File: src/sv/quad_code_frame_and_circle_test_unit_defines.svh
// Assertion macros shared by the quad code frame and circle test RTL.
`ifndef QUAD_CODE_FRAME_AND_CIRCLE_TEST_UNIT_DEFINES_SVH
`define QUAD_CODE_FRAME_AND_CIRCLE_TEST_UNIT_DEFINES_SVH

// Same-cycle implication, checked on aclk outside of reset.
`define QCF_ASSERT_NOW(lbl, ante, cons, msg) \
    lbl: assert property (@(posedge aclk) disable iff (!aresetn) (ante) |-> (cons)) \
        else $error(msg);

// Next-cycle implication, checked on aclk outside of reset.
`define QCF_ASSERT_NEXT(lbl, ante, cons, msg) \
    lbl: assert property (@(posedge aclk) disable iff (!aresetn) (ante) |=> (cons)) \
        else $error(msg);

`endif

File: src/sv/qcf_pkg.sv
// Types and constants of the quad code frame and circle test.
package qcf_pkg;

    localparam int COORD_W        = 24;
    localparam int DIFF_W         = COORD_W + 1;
    localparam int SUM_W          = COORD_W + 2;
    localparam int PROD_W         = DIFF_W + SUM_W;
    localparam int SQ_W           = 2 * COORD_W;
    localparam int SCALE_W        = 2 * COORD_W + 1;
    localparam int NUM_W          = PROD_W + 1;
    localparam int MAG_W          = NUM_W - 1;
    localparam int INT_BITS       = 4;
    localparam int CODE_FRAC_BITS = 16;
    localparam int QUO_W          = CODE_FRAC_BITS + INT_BITS + 1;
    localparam int CODE_W         = 21;
    localparam int XS_W           = CODE_W + 1;
    localparam int XSQ_W          = 2 * CODE_W - 1;
    localparam int LHS_W          = XSQ_W + 5;
    localparam int TOL_W          = 16;
    localparam int SQRT2_FRAC     = 30;
    localparam int BOUND_FRAC     = 46;
    localparam int TOL_ALIGN      = SQRT2_FRAC - TOL_W;
    localparam int BOUND_SHIFT    = BOUND_FRAC - 2 * CODE_FRAC_BITS;
    localparam int BSUM_W         = SQRT2_FRAC + 2;
    localparam int RHS_W          = BSUM_W + TOL_W;
    localparam int RHSQ_W         = RHS_W - BOUND_SHIFT;
    localparam int CFG_W          = SCALE_W;
    localparam int CFG_IDX_W      = 2;
    localparam int IN_TDATA_W     = 6 * COORD_W;
    localparam int OUT_DATA_BITS  = SCALE_W + 2 * CODE_W;
    localparam int OUT_TDATA_W    = ((OUT_DATA_BITS + 7) / 8) * 8;
    localparam int OUT_TUSER_W    = 2;

    localparam logic [BSUM_W-1:0] SQRT2_Q30 = BSUM_W'(64'd1518500250);
    localparam logic [SCALE_W-1:0] MAX_SCALE_RESET = '1;
    localparam logic [TOL_W-1:0]   TOL_RESET       = TOL_W'(16'd655);

    typedef enum logic [CFG_IDX_W-1:0] {
        REG_MIN_SCALE = 2'd0,
        REG_MAX_SCALE = 2'd1,
        REG_CODE_TOL  = 2'd2
    } cfg_idx_t;

    // Word handed from cell to cell along the divider row.
    typedef struct packed {
        logic [SCALE_W-1:0]  scale;
        logic                ok;
        logic                go;
        logic                neg_x;
        logic                neg_y;
        logic [SCALE_W-1:0]  rem_x;
        logic [SCALE_W-1:0]  rem_y;
        logic [INT_BITS-1:0] num_x;
        logic [INT_BITS-1:0] num_y;
        logic [QUO_W-1:0]    quo_x;
        logic [QUO_W-1:0]    quo_y;
    } div_t;

    typedef struct packed {
        logic [SCALE_W-1:0]       scale;
        logic                     scale_pass;
        logic                     in_circle;
        logic signed [CODE_W-1:0] code_x;
        logic signed [CODE_W-1:0] code_y;
    } res_t;

endpackage

File: src/sv/qcf_back.sv
// Back end: rounding, squares, circle test and the output register.
module qcf_back (
    input  logic                        aclk,
    input  logic                        aresetn,
    input  logic                        en,
    input  logic                        in_vld,
    input  qcf_pkg::div_t               in_data,
    input  logic [qcf_pkg::RHSQ_W-1:0]  bound,
    output logic                        out_vld,
    output qcf_pkg::res_t               out_data
);
    import qcf_pkg::*;

    logic [2:0] vld_reg;

    logic [QUO_W:0]          rnd_x, rnd_y;
    logic [CODE_W-1:0]       mag_x, mag_y;
    logic signed [XS_W-1:0]  xs_reg, ys_reg, xs2_reg, ys2_reg;
    logic [SCALE_W-1:0]      scale_reg, scale2_reg;
    logic                    ok_reg, ok2_reg, go_reg, go2_reg;
    logic [XSQ_W-1:0]        xsq_reg, ysq_reg;
    logic signed [LHS_W-1:0] lhs;
    logic                    hit;
    res_t                    res_next, res_reg;

    always_comb begin
        rnd_x = {1'b0, in_data.quo_x} + (QUO_W+1)'(1);
        rnd_y = {1'b0, in_data.quo_y} + (QUO_W+1)'(1);
        mag_x = rnd_x[QUO_W:1];
        mag_y = rnd_y[QUO_W:1];
    end

    always_comb begin
        lhs = LHS_W'(xsq_reg) + LHS_W'(ysq_reg)
              - (LHS_W'(xs2_reg) <<< CODE_FRAC_BITS)
              - (LHS_W'(ys2_reg) <<< CODE_FRAC_BITS);
        hit = go2_reg && (lhs <= $signed(LHS_W'(bound)));
        res_next.scale      = scale2_reg;
        res_next.scale_pass = ok2_reg;
        res_next.in_circle  = hit;
        res_next.code_x     = hit ? xs2_reg[CODE_W-1:0] : '0;
        res_next.code_y     = hit ? ys2_reg[CODE_W-1:0] : '0;
    end

    always_ff @(posedge aclk) begin
        if (!aresetn) begin
            vld_reg <= '0;
        end else if (en) begin
            vld_reg <= {vld_reg[1:0], in_vld};
        end
    end

    always_ff @(posedge aclk) begin
        if (en) begin
            xs_reg     <= in_data.neg_x ? -$signed({1'b0, mag_x}) : $signed({1'b0, mag_x});
            ys_reg     <= in_data.neg_y ? -$signed({1'b0, mag_y}) : $signed({1'b0, mag_y});
            scale_reg  <= in_data.scale;
            ok_reg     <= in_data.ok;
            go_reg     <= in_data.go;
            xsq_reg    <= XSQ_W'(xs_reg) * XSQ_W'(xs_reg);
            ysq_reg    <= XSQ_W'(ys_reg) * XSQ_W'(ys_reg);
            xs2_reg    <= xs_reg;
            ys2_reg    <= ys_reg;
            scale2_reg <= scale_reg;
            ok2_reg    <= ok_reg;
            go2_reg    <= go_reg;
            res_reg    <= res_next;
        end
    end

    assign out_vld  = vld_reg[2];
    assign out_data = res_reg;

endmodule

File: config.mk
export PLATFORM = sky130hd
export DESIGN_NAME = qcf_back
export DESIGN_NICKNAME = d
export VERILOG_FILES = /design/src/sv/quad_code_frame_and_circle_test_unit_defines.svh /design/src/sv/qcf_pkg.sv /design/src/sv/qcf_back.sv
export SDC_FILE = /design/constraint.sdc
export NUM_CORES = 2
export LEC_CHECK = 0
export BUFFER_PORTS_ARGS = -buffer_cell sky130_fd_sc_hd__buf_2
export CAP_MARGIN = 5
export CORE_ASPECT_RATIO = 1.1
export CORE_MARGIN = 2
export CORE_UTILIZATION = 60
export CTS_BUF_LIST = sky130_fd_sc_hd__clkbuf_16
export CTS_CLUSTER_DIAMETER = 60
export DETAILED_ROUTE_END_ITERATION = 8
export PLACE_DENSITY_LB_ADDON = 0.1
export RECOVER_POWER = 25
export SLEW_MARGIN = 10
export SYNTH_ARGS = -nofsm -noshare
export SYNTH_HDL_FRONTEND = slang
export SYNTH_SLANG_ARGS = --single-unit
File: constraint.sdc
create_clock -name aclk -period 9.7 [get_ports aclk]
set_input_delay 1.94 -clock aclk [delete_from_list [all_inputs] [get_ports aclk]]
set_output_delay 1.94 -clock aclk [all_outputs]
set_load 0.02 [all_outputs]
==> out/qor.txt <==
CTS buffer count: 46
Final std cells w/o fill: 5789
CTS H-Tree Depth: 2
Max FFs per register: 93
R2r setup slk: 0.87 ns
Final nets: 6213
GRT Total Usage: 28.26%
Area growth, synth to finish: 8.238%
Post-CTS setup repair buffer count: 0
Worst Path Arrival: 9.17 ns
Die ar.: 0.08201 mm^2
Slew Viols, Final: 182
Sequential Area: 0.01090 mm^2
Cts hold-fix bufs: 0
Commonest non-fill, non-tap cells in the layout: inv_1 (1083), fa_1 (895), ha_1 (375), edfxtp_1 (361), nand2_1 (360)
CTS tree: yes
Unique masters post-synth: 82
Crit path to: ysq_reg[38]$_DFFE_PP_
Mapped Nets: 5991
Worst slew margin: -207.8%
Ys async rst share: 0%
ANT nets after route: 0
GP Congestion: 0.9143
Post-route setup TNS: 0 ns
Vias/cell: 5.435
Clock Sinks: 364
Critical Path Fanout Max: 26
Synthesized cell area: 0.04784 mm^2
Avg Cell Area, Syn: 10.67 um^2
Post-placement cell count: 5701
Die X: 273.2 um
Critical R2R Launch: ys_reg[1]$_DFFE_PP_
Final WL: 109.3 mm
Seq cells post-synth: 364
Initial core utilization: 60.62%
Final Skew: 0.02042 ns
Dominant cells by area after synthesis: fa_1 (37%), edfxtp_1 (23%), ha_1 (9.8%), inv_1 (8.5%), xnor2_1 (3.1%)
Largest net degree at the start of global routing: 154
Startpoint Class: flip-flop
Clock tree buffer depth: 3
CP Launch Point: ys_reg[1]$_DFFE_PP_
R2R cell count: 24
Max_cap viols: 5
Actual slew at the worst max-slew pin: 4.616 ns
Max Clk Rate: 113.2 MHz
Critical Path RT: 10.04 ns
Gates resized, CTS repair: 0
Grt total ovfl: 0
Sequential area share after synthesis: 22.78%
First-pass GRT wire length: 177.9 mm
# IOs: 333
Shortest period the worst path allows: 8.833 ns
Routed wire per std cell: 18.87 um
Post-Syn Instances: 4482
CORE AREA: 0.07892 mm^2
Vias: 31463
Drc violations: 0
Failing checks: capacitance limit, slew limit
Final hold viol count: 0
Top FF cell, synth: edfxtp_1
Synth warnings: 0
Top-area cell type share of the netlist area: 37.45%
Commonest non-fill, non-tap cell in the layout: inv_1
Final Cycle Share: 91.06%
Layout cells sized above 1: 7.404%
Status: complete, but fails checks
Initial antenna violation count: 4
# fillers: 6373
Post-DP HPWL: 88.40 mm
DR iter-0 viols: 1766
Synth area leader: fa_1
Clock Pin Slew Worst Setup and Hold Paths: 0.06 ns
CTS Root Cell: clkbuf_16
TritonRoute pass-1 iters: 5
Port buffer count: 226
Min-Delay Path Class: reg2reg
Clock Latency Late Sink: 0.59 ns
Vias in the first global route: 33991
CP endpoint kind: flip-flop
Number of cell rows: 108
RR Endpoint: ysq_reg[38]$_DFFE_PP_
EDFF count, synth: 361
Area of the multi-input gates: 0.03246 mm^2
Die Ht: 300.2 um
Setup repair after global routing missed its margin: no
Crit path kind: reg2reg
Setup violations, final: 0
cell families after synthesis:
logic type	count (synthesis)	share of synthesized area, %
XOR/XNOR	246	4.504
adder cells (fa/ha/maj)	1270	47.26
AO/OA/AOI/OAI	421	5.832
buffers and inverters	1186	9.368
AND/OR/NAND/NOR	983	9.993
multiplexers	12	0.2589
flip-flops	364	22.78
metal layers:
| layer | track usage (%) | wire (um) |
|---|---|---|
| met5 | 0 | 0 |
| met4 | 8.912 | 3560 |
| met3 | 3.514 | 6651 |
| met2 | 48.72 | 54800 |
| met1 | 37.50 | 44250 |
through the flow:
step | area [um^2] | worst slack (ns) | util, % | hold slack, ns
floorplan | 47840 | 2.299 | - | 0.4003
detailed placement | 50260 | 1.274 | 63.69 | 0.4045
global placement | 50260 | 1.284 | 63.69 | 0.4001
finish | 51780 | 0.8671 | 65.62 | 0.4165
CTS | 51900 | 1.236 | 65.77 | 0.4118
global route | 51780 | 0.3900 | 65.61 | 0.4214
how the worst min path moves through the flow:
stage	slack, ns	to	cells past startpoint	start
after detailed placement	0.40	out_data[44]$_DFFE_PP_	0	scale2_reg[0]$_DFFE_PP_
after floorplan	0.40	go2_reg$_DFFE_PP_	0	go_reg$_DFFE_PP_
after CTS	0.41	scale2_reg[35]$_DFFE_PP_	0	scale_reg[35]$_DFFE_PP_
final	0.42	scale2_reg[35]$_DFFE_PP_	0	scale_reg[35]$_DFFE_PP_
after global routing	0.42	out_data[83]$_DFFE_PP_	0	scale2_reg[39]$_DFFE_PP_
after global placement	0.40	scale2_reg[2]$_DFFE_PP_	0	scale_reg[2]$_DFFE_PP_
critical path: stages, from the launching register on:
cell	delay (ns)
edfxtp_1	0.33
clkbuf_1	1.10
and2_1	0.41
fa_1	0.48
fa_1	0.62
inv_1	0.25
fa_1	0.62
inv_1	0.06
fa_1	0.49
inv_1	0.06
fa_1	0.49
fa_1	0.49
inv_1	0.06
fa_1	0.45
ha_1	0.35
and3_1	0.29
nand2_1	0.11
o21ai_0	0.20
or4b_1	0.56
o211ai_1	0.26
a31oi_1	0.15
and2_1	0.23
or2_1	0.24
a21oi_1	0.19
xnor2_1	0.08
cell usage after synthesis, types with 20 or more instances:
cell type	n
nor2b_1	33
o21ai_0	84
nand2b_1	34
a21oi_1	107
xor2_1	76
nand4_1	25
inv_1	1081
and2_1	208
nand2_1	360
ha_1	375
clkbuf_1	92
o21a_1	23
xnor2_1	170
fa_1	895
edfxtp_1	361
nand3_1	57
a31oi_1	20
a21o_1	68
nor3_1	32
nor2_1	168
layout make-up:
type | count | share of cell area (%)
Clock inverter | 39 | 0.9423
Clock buffer | 46 | 2.223
Timing Repair Buffer | 275 | 2.697
Inverter | 1085 | 7.865
Antenna cell | 3 | 0.01450
Tap cell | 1045 | 2.525
Sequential cell | 364 | 21.05
Multi-Input combinational cell | 2932 | 62.68
Power is left out: the tool's default activity adds up to more than one toggle a clock period on the data nets, which glitch-free logic cannot reach.
