--- config.mk ---
export PLATFORM = sky130hd
export DESIGN_NAME = qcf_div_cell
export DESIGN_NICKNAME = d
export VERILOG_FILES = /design/src/sv/quad_code_frame_and_circle_test_unit_defines.svh /design/src/sv/qcf_pkg.sv /design/src/sv/qcf_div_cell.sv
export SDC_FILE = /design/constraint.sdc
export NUM_CORES = 1
export LEC_CHECK = 0
export BUFFER_PORTS_ARGS = -buffer_cell sky130_fd_sc_hd__buf_2
export CORE_ASPECT_RATIO = 1.75
export CORE_UTILIZATION = 40
export DETAILED_ROUTE_END_ITERATION = 6
export GPL_TIMING_DRIVEN = 0
export PLACE_DENSITY = 0.64
export SKIP_LAST_GASP = 1
export SYNTH_ARGS = -nofsm -noshare
export SYNTH_HDL_FRONTEND = slang
export SYNTH_SLANG_ARGS = --single-unit
--- constraint.sdc ---
create_clock -name aclk -period 6.67 [get_ports aclk]
set_input_delay 1.334 -clock aclk [delete_from_list [all_inputs] [get_ports aclk]]
set_output_delay 1.334 -clock aclk [all_outputs]
set_load 0.005 [all_outputs]
--- src/sv/quad_code_frame_and_circle_test_unit_defines.svh ---
// Assertion macros shared by the quad code frame and circle test RTL.
`ifndef QUAD_CODE_FRAME_AND_CIRCLE_TEST_UNIT_DEFINES_SVH
`define QUAD_CODE_FRAME_AND_CIRCLE_TEST_UNIT_DEFINES_SVH

// Same-cycle implication, checked on aclk outside of reset.
`define QCF_ASSERT_NOW(lbl, ante, cons, msg) \
    lbl: assert property (@(posedge aclk) disable iff (!aresetn) (ante) |-> (cons)) \
        else $error(msg);

// Next-cycle implication, checked on aclk outside of reset.
`define QCF_ASSERT_NEXT(lbl, ante, cons, msg) \
    lbl: assert property (@(posedge aclk) disable iff (!aresetn) (ante) |=> (cons)) \
        else $error(msg);

`endif

--- src/sv/qcf_pkg.sv ---
// Types and constants of the quad code frame and circle test.
package qcf_pkg;

    localparam int COORD_W        = 24;
    localparam int DIFF_W         = COORD_W + 1;
    localparam int SUM_W          = COORD_W + 2;
    localparam int PROD_W         = DIFF_W + SUM_W;
    localparam int SQ_W           = 2 * COORD_W;
    localparam int SCALE_W        = 2 * COORD_W + 1;
    localparam int NUM_W          = PROD_W + 1;
    localparam int MAG_W          = NUM_W - 1;
    localparam int INT_BITS       = 4;
    localparam int CODE_FRAC_BITS = 16;
    localparam int QUO_W          = CODE_FRAC_BITS + INT_BITS + 1;
    localparam int CODE_W         = 21;
    localparam int XS_W           = CODE_W + 1;
    localparam int XSQ_W          = 2 * CODE_W - 1;
    localparam int LHS_W          = XSQ_W + 5;
    localparam int TOL_W          = 16;
    localparam int SQRT2_FRAC     = 30;
    localparam int BOUND_FRAC     = 46;
    localparam int TOL_ALIGN      = SQRT2_FRAC - TOL_W;
    localparam int BOUND_SHIFT    = BOUND_FRAC - 2 * CODE_FRAC_BITS;
    localparam int BSUM_W         = SQRT2_FRAC + 2;
    localparam int RHS_W          = BSUM_W + TOL_W;
    localparam int RHSQ_W         = RHS_W - BOUND_SHIFT;
    localparam int CFG_W          = SCALE_W;
    localparam int CFG_IDX_W      = 2;
    localparam int IN_TDATA_W     = 6 * COORD_W;
    localparam int OUT_DATA_BITS  = SCALE_W + 2 * CODE_W;
    localparam int OUT_TDATA_W    = ((OUT_DATA_BITS + 7) / 8) * 8;
    localparam int OUT_TUSER_W    = 2;

    localparam logic [BSUM_W-1:0] SQRT2_Q30 = BSUM_W'(64'd1518500250);
    localparam logic [SCALE_W-1:0] MAX_SCALE_RESET = '1;
    localparam logic [TOL_W-1:0]   TOL_RESET       = TOL_W'(16'd655);

    typedef enum logic [CFG_IDX_W-1:0] {
        REG_MIN_SCALE = 2'd0,
        REG_MAX_SCALE = 2'd1,
        REG_CODE_TOL  = 2'd2
    } cfg_idx_t;

    // Word handed from cell to cell along the divider row.
    typedef struct packed {
        logic [SCALE_W-1:0]  scale;
        logic                ok;
        logic                go;
        logic                neg_x;
        logic                neg_y;
        logic [SCALE_W-1:0]  rem_x;
        logic [SCALE_W-1:0]  rem_y;
        logic [INT_BITS-1:0] num_x;
        logic [INT_BITS-1:0] num_y;
        logic [QUO_W-1:0]    quo_x;
        logic [QUO_W-1:0]    quo_y;
    } div_t;

    typedef struct packed {
        logic [SCALE_W-1:0]       scale;
        logic                     scale_pass;
        logic                     in_circle;
        logic signed [CODE_W-1:0] code_x;
        logic signed [CODE_W-1:0] code_y;
    } res_t;

endpackage

--- src/sv/qcf_div_cell.sv ---
// One cell of the divider row: one quotient bit for x and for y.
module qcf_div_cell (
    input  logic          aclk,
    input  logic          aresetn,
    input  logic          en,
    input  logic          in_vld,
    input  qcf_pkg::div_t in_data,
    output logic          out_vld,
    output qcf_pkg::div_t out_data
);
    import qcf_pkg::*;

    logic [SCALE_W:0] tx, ty, den;
    logic             ge_x, ge_y;
    div_t             data_next, data_reg;
    logic             vld_reg;

    always_comb begin
        den  = {1'b0, in_data.scale};
        tx   = {in_data.rem_x, in_data.num_x[INT_BITS-1]};
        ty   = {in_data.rem_y, in_data.num_y[INT_BITS-1]};
        ge_x = tx >= den;
        ge_y = ty >= den;
        data_next       = in_data;
        data_next.rem_x = ge_x ? SCALE_W'(tx - den) : tx[SCALE_W-1:0];
        data_next.rem_y = ge_y ? SCALE_W'(ty - den) : ty[SCALE_W-1:0];
        data_next.num_x = {in_data.num_x[INT_BITS-2:0], 1'b0};
        data_next.num_y = {in_data.num_y[INT_BITS-2:0], 1'b0};
        data_next.quo_x = {in_data.quo_x[QUO_W-2:0], ge_x};
        data_next.quo_y = {in_data.quo_y[QUO_W-2:0], ge_y};
    end

    always_ff @(posedge aclk) begin
        if (!aresetn) begin
            vld_reg <= 1'b0;
        end else if (en) begin
            vld_reg <= in_vld;
        end
    end

    always_ff @(posedge aclk) begin
        if (en) begin
            data_reg <= data_next;
        end
    end

    assign out_vld  = vld_reg;
    assign out_data = data_reg;

endmodule

==> results of run 1 <==
power groups by stage:
| stage | clock (uW) | sequential, uW | combinational, uW |
|---|---|---|---|
| detailed placement | 0 | 1640 | 1120 |
| global placement | 0 | 1640 | 1110 |
| CTS | 1080 | 1610 | 1130 |
| global route | 1120 | 1620 | 1230 |
| finish | 1050 | 1610 | 1120 |
| floorplan | 0 | 1660 | 645 |
stage by stage:
step | utilization, % | power, uW
floorplan | - | 2300
CTS | 50.1 | 3820
finish | 50.1 | 3780
detailed placement | 48.3 | 2760
global placement | 48.2 | 2750
global route | 50.1 | 3970
kinds of logic (layout without fill, tap and decap cells):
group                    Yosys count  in the layout  synth area share [%]
multiplexers                      90             90                  7.93
AND/OR/NAND/NOR                  289            289                  10.7
adder cells (fa/ha/maj)          100            100                  9.50
flip-flops                       200            200                  45.0
AO/OA/AOI/OAI                    364            364                  17.9
XOR/XNOR                          81             81                  5.32
buffers and inverters            116            552                  3.64
other                              1              7                0.0281
flip-flops by register name, indices dropped and copies added, names as in the netlist:
signal,count
out_data,199
out_vld,1
final cells by class:
cell class	count	area [sq um]
Sequential cell	200	6000
Buffer	39	196
Fill cell	3115	16400
Multi-Input combinational cell	926	6860
Clock buffer	18	429
Clock inverter	14	156
Antenna cell	5	12.5
Inverter	77	289
Timing Repair Buffer	404	2060
Tap cell	405	507
synth_stat cells, drive strengths merged (14+ instances only):
cell,count
xnor2,55
nor2,56
a21oi,119
a21o,55
nor3,17
nand2,82
nor2b,15
nand3,31
ha,98
clkbuf,25
edfxtp,199
mux2,80
nand4,22
inv,77
o21ai,67
and3,14
xor2,26
a211oi,14
buf,14
o21bai,18
cells in the final DEF (no fill, tap or decap), drive strengths merged, types with 5 or more instances in the layout:
cell type / netlist / routed
nand2: 82 / 82
clkinv: 0 / 6
a31oi: 13 / 13
nand2b: 13 / 13
and3: 14 / 14
o21bai: 18 / 18
inv: 77 / 84
o211ai: 6 / 6
nor3: 17 / 17
a21boi: 8 / 8
and2: 12 / 12
xnor2: 55 / 55
xor2: 26 / 26
clkbuf: 25 / 43
o21ai: 67 / 67
o21a: 13 / 13
buf: 14 / 418
a21o: 55 / 55
mux2: 80 / 80
a21oi: 119 / 119
a211oi: 14 / 14
nor4: 6 / 6
ha: 98 / 98
diode: 0 / 5
nand4: 22 / 22
nor2b: 15 / 15
edfxtp: 199 / 199
nor3b: 5 / 5
o31ai: 10 / 10
mux2i: 10 / 10
nand3: 31 / 31
nor2: 56 / 56
layer usage:
layer / part of all wire, % / vias up
li1: - / 5526
met1: 34 / 5339
met2: 53 / 441
met3: 5.1 / 122
met4: 8.2 / 2
met5: 0.030 / -
path summary, 6_finish.rpt:
kind	start	end	slack, ns
max	in_data[49]	out_data[125]	1.65
min	out_vld	out_vld	0.52
max reg2reg	out_vld	out_vld	6.08
min reg2reg	out_vld	out_vld	0.52
worst max-delay path: stages:
cell and delay (ns):
buf_2 0.11, inv_1 0.05, ha_1 0.15, inv_1 0.05
fa_1 0.40, a21o_1 0.21, a221oi_2 0.55, o31a_1 0.34
o21ai_2 0.14, a221oi_2 0.37, o31ai_2 0.20, a31o_2 0.32
nor2_2 0.25, buf_2 0.46, o21ai_0 0.25
==> impl_metrics.csv, run 1 <==
group,metric,value,unit
run_status,status,"completed",
grt,grt_max_degree,119,
worst_setup_path,cp_data_required_time,6.85,ns
route,vias,11400,
floorplanning,placementRows,88,
pwr,switching_share,32.0,%
grt,use_met3,4.44,%
floorplanning,dieArea,0.0341,sq mm
worst_setup_path,worstSetupPathType,"in2reg",
grt,grt_pass1_wl,64900,microns
synthesis,ys_types,75,
floorplanning,core-area,0.0329,sq mm
synthesis,syn-mean-instance-area,10.7,sq um
clock_network,cts-buffers-inserted,17,
timing,timing.hold.ws,0.520,ns
placed_design,port_buffers,402,
pwr,p_switching,1210,uW
pwr,internal_power,2570,uW
worst_hold_path,hold_depth,2,
grt,use_met1,24.6,%
timing,max_clock_freq,0.199,GHz
route,drt-wirelength-per-cell,21.1,microns
pwr,leakage,0.00729,uW
route,dr.pass1.iters,5,
grt,grt_usage,25.9,%
floorplanning,ios,407,
grt,gr-max-usage-layer,"met2",
clock_network,clock_latency,0.47,ns
clock_network,cts_root_buffer,"clkbuf_16",
synthesis,synthArstFlopShare,0,%
worst_setup_path,critPathMaxFanout,10,
placed_design,gp_congestion,0.916,
route,drt_iter0_markers,554,
clock_network,cts_resized,0,
synthesis,synth_area,0.0133,sq mm
clock_network,post-cts-setup-buffer-count,0,
timing,slew-limit-headroom,22.5,%
timing,setup-tns-final,0,ns
clock_network,clkSinkCount,200,
placed_design,placed_area,0.0159,sq mm
synthesis,synth_edf_count,199,
floorplanning,die_w,140,microns
timing,period_share,75.3,%
clock_network,hold_buffers,0,
grt,grt_use_met2,48.1,%
worst_setup_path,endpoint_kind,"flip-flop",
flow_run,cap_violations,0,
synthesis,yosysWarnings,0,
synthesis,synth-seq-cells,200,
timing,tightest_slew,1.15,ns
placed_design,dp_slack,1.17,ns
route,drtAntennaViolNets,0,
synthesis,synth_top_cell_by_area,"edfxtp_1",
route,via_per_inst,5.47,
final_layout,nNetsFinal,1970,
worst_setup_path,startpoint_type,"input pin",
timing,period_needed,5.02,ns
floorplanning,die_h,244,microns
timing,worst_slack,1.65,ns
synthesis,synthFlopType,"edfxtp_1",
final_layout,drive_above_1_share,32.7,%
timing,slew_violations,0,
timing,rsz0062_at_grt,"no",
timing,finalSetupViolCount,0,
synthesis,ys_top_cells_by_area,"edfxtp_1 (45%), ha_1 (9.2%), mux2_2 (5.5%)",
clock_network,cts_tree,"yes",
worst_hold_path,hp-class,"reg2reg",
final_layout,syn2layout_area_growth,23.8,%
pwr,seqPwrFrac,42.5,%
timing,fin_skew,0,ns
pwr,pwr-share-clk,27.8,%
synthesis,synthCells,1241,
clock_network,path_clk_slew,0.08,ns
route,drt_wl_total,44000,microns
final_layout,fin_area,0.0165,sq mm
timing,hold_violations,0,
pwr,vdd_ir_drop_max,0.000197,V
synthesis,synth.yosys.seq_area_share,45.0,%
clock_network,htree_levels,4,
route,drc,0,
floorplanning,initial_utilization,40.5,%
clock_network,clockBufferDepth,2,
pwr,p_comb_share,29.7,%
grt,antenna_found_initial,6,
final_layout,stdcell_count,2088,
grt,grt_pass1_vias,11600,
worst_setup_path,worstPathArrival,5.20,ns
grt,globalRoute.totalOverflow,0,
worst_setup_path,rr_worst_depth,2,
synthesis,synth_top_area_share,44.8,%
placed_design,hpwl,36100,microns
placed_design,dp_cells,2051,
pwr,pwr_density_cell,229,mW/mm^2
Note: power is estimated with default switching activity, not from simulation.
==> run 2: changes to the inputs <==
--- a/config.mk
+++ b/config.mk
@@ -5,12 +5,13 @@
 export SDC_FILE = /design/constraint.sdc
 export NUM_CORES = 1
 export LEC_CHECK = 0
+export ABC_AREA = 1
 export BUFFER_PORTS_ARGS = -buffer_cell sky130_fd_sc_hd__buf_2
 export CORE_ASPECT_RATIO = 1.75
 export CORE_UTILIZATION = 40
 export DETAILED_ROUTE_END_ITERATION = 6
 export GPL_TIMING_DRIVEN = 0
-export PLACE_DENSITY = 0.64
+export PLACE_DENSITY = 0.62
 export SKIP_LAST_GASP = 1
 export SYNTH_ARGS = -nofsm -noshare
 export SYNTH_HDL_FRONTEND = slang
==> constraint.sdc (replaced) <==
create_clock -name aclk -period 4.9 [get_ports aclk]
set_input_delay 0.98 -clock aclk [delete_from_list [all_inputs] [get_ports aclk]]
set_output_delay 0.98 -clock aclk [all_outputs]
set_load 0.005 [all_outputs]
==> run 2 against run 1 <==
Count of clock-buffer cells in the layout shrank 1. Non-clock buffer count grew 2. Register-to-register slack lost 1.8 ns. Hold slack gained 0.019 ns. Total power grew 45%. Combinational power grew 58%. Critical endpoint is now out_data[92]. Global-route usage grew 6.0 points. Critical path depth shrank 1. Routed wire length grew 54%. Die area grew 25%. Cell count grew 68%. Synthesized area grew 25%.
==> impl_metrics.csv, run 2 <==
group,metric,value,unit
run_status,status,"completed",
grt,globalRoute.totalOverflow,0,
synthesis,syn-mean-instance-area,6.62,sq um
worst_setup_path,startpoint_type,"input pin",
timing,hold_violations,0,
final_layout,seq_area,0.00600,sq mm
clock_network,clkSinkCount,200,
synthesis,synth_compound_area_share,2.01,%
route,drt_wl_total,67600,microns
synthesis,synth_top_cell_by_area,"edfxtp_1",
clock_network,cts_tree,"yes",
worst_hold_path,hp-class,"reg2reg",
timing,slew-limit-headroom,44.0,%
synthesis,synthArstFlopShare,0,%
floorplanning,initial_utilization,40.7,%
pwr,leakage,0.0114,uW
grt,grt_max_degree,106,
final_layout,syn2layout_area_growth,20.2,%
synthesis,yosysMostFrequentCell,"nand2_1",
route,via_per_inst,4.87,
worst_setup_path,critPathMaxFanout,10,
timing,rsz0062_at_grt,"no",
pwr,seqPwrFrac,40.0,%
synthesis,synthTopCellsByCount,"nand2_1 (1085), inv_1 (532), edfxtp_1 (199)",
clock_network,clock_latency,0.46,ns
clock_network,cts_resized,0,
worst_setup_path,r2r-start,"out_vld",
worst_hold_path,hold_depth,2,
placed_design,gp_congestion,0.960,
synthesis,synth_edf_count,199,
final_layout,multi_input_area,0.00840,sq mm
flow_run,cap_violations,0,
clock_network,cts_root_buffer,"clkbuf_16",
floorplanning,core-area,0.0410,sq mm
route,dr.pass1.iters,5,
route,drc,0,
pwr,p_comb_share,32.3,%
pwr,internal_power,3470,uW
clock_network,clockBufferDepth,2,
timing,max_clock_freq,0.280,GHz
pwr,switching_share,36.5,%
timing,tightest_slew,0.839,ns
worst_setup_path,r2r_slack,4.26,ns
final_layout,drive_above_1_share,16.8,%
clock_network,path_clk_slew,0.09,ns
synthesis,synthSimpleGateAreaFrac,38.1,%
clock_network,post-cts-setup-buffer-count,0,
synthesis,synth_xor_area_share,2.62,%
synthesis,synthCells,2520,
timing,slew_violations,0,
placed_design,port_buffers,402,
worst_setup_path,cp_data_required_time,5.13,ns
clock_network,cts-buffers-inserted,17,
floorplanning,ios,407,
synthesis,ys_top_cells_by_area,"edfxtp_1 (36%), nand2_1 (24%), inv_1 (12%)",
pwr,vdd_ir_drop_max,0.000237,V
synthesis,synth_area,0.0167,sq mm
worst_setup_path,rr_worst_depth,2,
pwr,pwr_density_cell,273,mW/mm^2
grt,grt_usage,31.9,%
route,vias,17100,
synthesis,yosysWarnings,0,
route,drt_iter0_markers,899,
floorplanning,die_h,272,microns
worst_setup_path,worstPathArrival,3.80,ns
timing,period_share,72.8,%
synthesis,synth_top_family_by_area,"simple AND/OR/NAND/NOR gates",
synthesis,synthAdderAreaFrac,7.59,%
pwr,pwr-share-clk,27.7,%
pwr,p_switching,2000,uW
clock_network,htree_levels,4,
final_layout,nFillCells,4490,
worst_setup_path,worstSetupPathType,"in2reg",
synthesis,synthMuxAreaShare,0,%
floorplanning,placementRows,98,
placed_design,hpwl,58800,microns
synthesis,synth_top_area_share,35.8,%
timing,finalSetupViolCount,0,
synthesis,ys_types,36,
final_layout,nNetsFinal,3248,
worst_hold_path,hold_end,"out_vld",
grt,grt_pass1_wl,97900,microns
clock_network,hold_buffers,0,
synthesis,synth.yosys.seq_area_share,35.9,%
final_layout,post-route-util,49.0,%
floorplanning,dieArea,0.0426,sq mm
timing,fin_skew,0,ns
timing,period_needed,3.57,ns
route,drt-wirelength-per-cell,19.3,microns
grt,grt_pass1_vias,16800,
route,drtAntennaViolNets,0,
floorplanning,die_w,156,microns
synthesis,synthFlopType,"edfxtp_1",
worst_hold_path,hp-start,"out_vld",
final_layout,layout_common_cells,"nand2_1 (1085), inv_1 (532), buf_2 (403)",
synthesis,synth-seq-cells,200,
timing,setup-tns-final,0,ns
final_layout,largest_reg_flops,199,
grt,antenna_found_initial,1,
worst_setup_path,endpoint_kind,"flip-flop",
final_layout,layout_commonest_cell,"nand2_1",
worst_setup_path,r2r_end,"out_vld",
run 2: changes by cell type after synthesis, moves of 61 or more:
cell,previous run,this run
nand2_1,82,1085
inv_1,76,532
nor2_1,55,177
nand4_1,22,122
mux2_2,65,0
a21oi_1,117,55
o21ai_0,62,1
run 2: how the worst max path moves through the flow:
stage                 start  slack (ns)      endpoint
2_1_floorplan  in_data[200]        2.14  out_data[88]
3_3_place_gp             en        0.17       out_vld
3_5_place_dp   in_data[197]        0.80  out_data[92]
4_1_cts        in_data[197]        1.29  out_data[92]
5_1_grt        in_data[197]        1.29  out_data[92]
6_report       in_data[197]        1.33  out_data[92]
run 2: cell type report:
| class | count | area share (%) |
|---|---|---|
| inverters | 540 | 10.1 |
| clock buffers | 17 | 2.12 |
| well taps | 550 | 3.43 |
| multi-input cells | 1739 | 41.9 |
| clock inverters | 15 | 1.04 |
| diodes | 1 | 0.0125 |
| flip-flops and latches | 200 | 29.9 |
| repair buffers | 403 | 10.2 |
| plain buffers | 42 | 1.32 |
run 2: layer usage:
layer,GRT usage [%],up-vias,part of all wire [%]
met5,0,-,0
met1,31.6,7781,35
met3,2.47,138,3.8
li1,-,8621,-
met4,20.0,0,6.5
met2,62.7,551,55
run 2: cell families after synthesis:
family                     Yosys count
adders and majority gates          100
other                                1
buffers and inverters              582
xor gates and xnor gates            50
and+or+nand+nor                   1524
DFF                                200
AOI/OAI and AO/OA                   63
run 2: metrics by stage:
step / hold slack, ns / cells / power (uW) / instance area (sq um) / setup slack, ns
6_report: 0.539 / 3507 / 5470 / 20100 / 1.33
5_1_grt: 0.588 / 3506 / 5760 / 20100 / 1.29
3_5_place_dp: 0.526 / 3474 / 3980 / 19400 / 0.804
3_3_place_gp: 0.522 / 3473 / 3980 / 19400 / 0.166
4_1_cts: 0.537 / 3506 / 5500 / 20100 / 1.29
2_1_floorplan: 0.525 / 2521 / 3200 / 16700 / 2.14
run 2: power by group through the flow:
stage	Clock (uW)	Sequential, uW	Combinational [uW]
global placement	0	2230	1750
floorplan	0	2240	958
finish	1520	2190	1770
CTS	1550	2190	1760
detailed placement	0	2220	1760
global route	1600	2200	1950
run 2: worst max-delay path, cell delays in order:
cell and delay [ns]:
buf_2 0.11, inv_1 0.16, ha_1 0.37, nand2_1 0.22, inv_1 0.06, nand2_1 0.07
nand2_1 0.11, a21oi_1 0.21, nand3_1 0.13, a21oi_2 0.48, nand3_2 0.34, buf_4 0.30
nand2_1 0.19, nand2_1 0.07
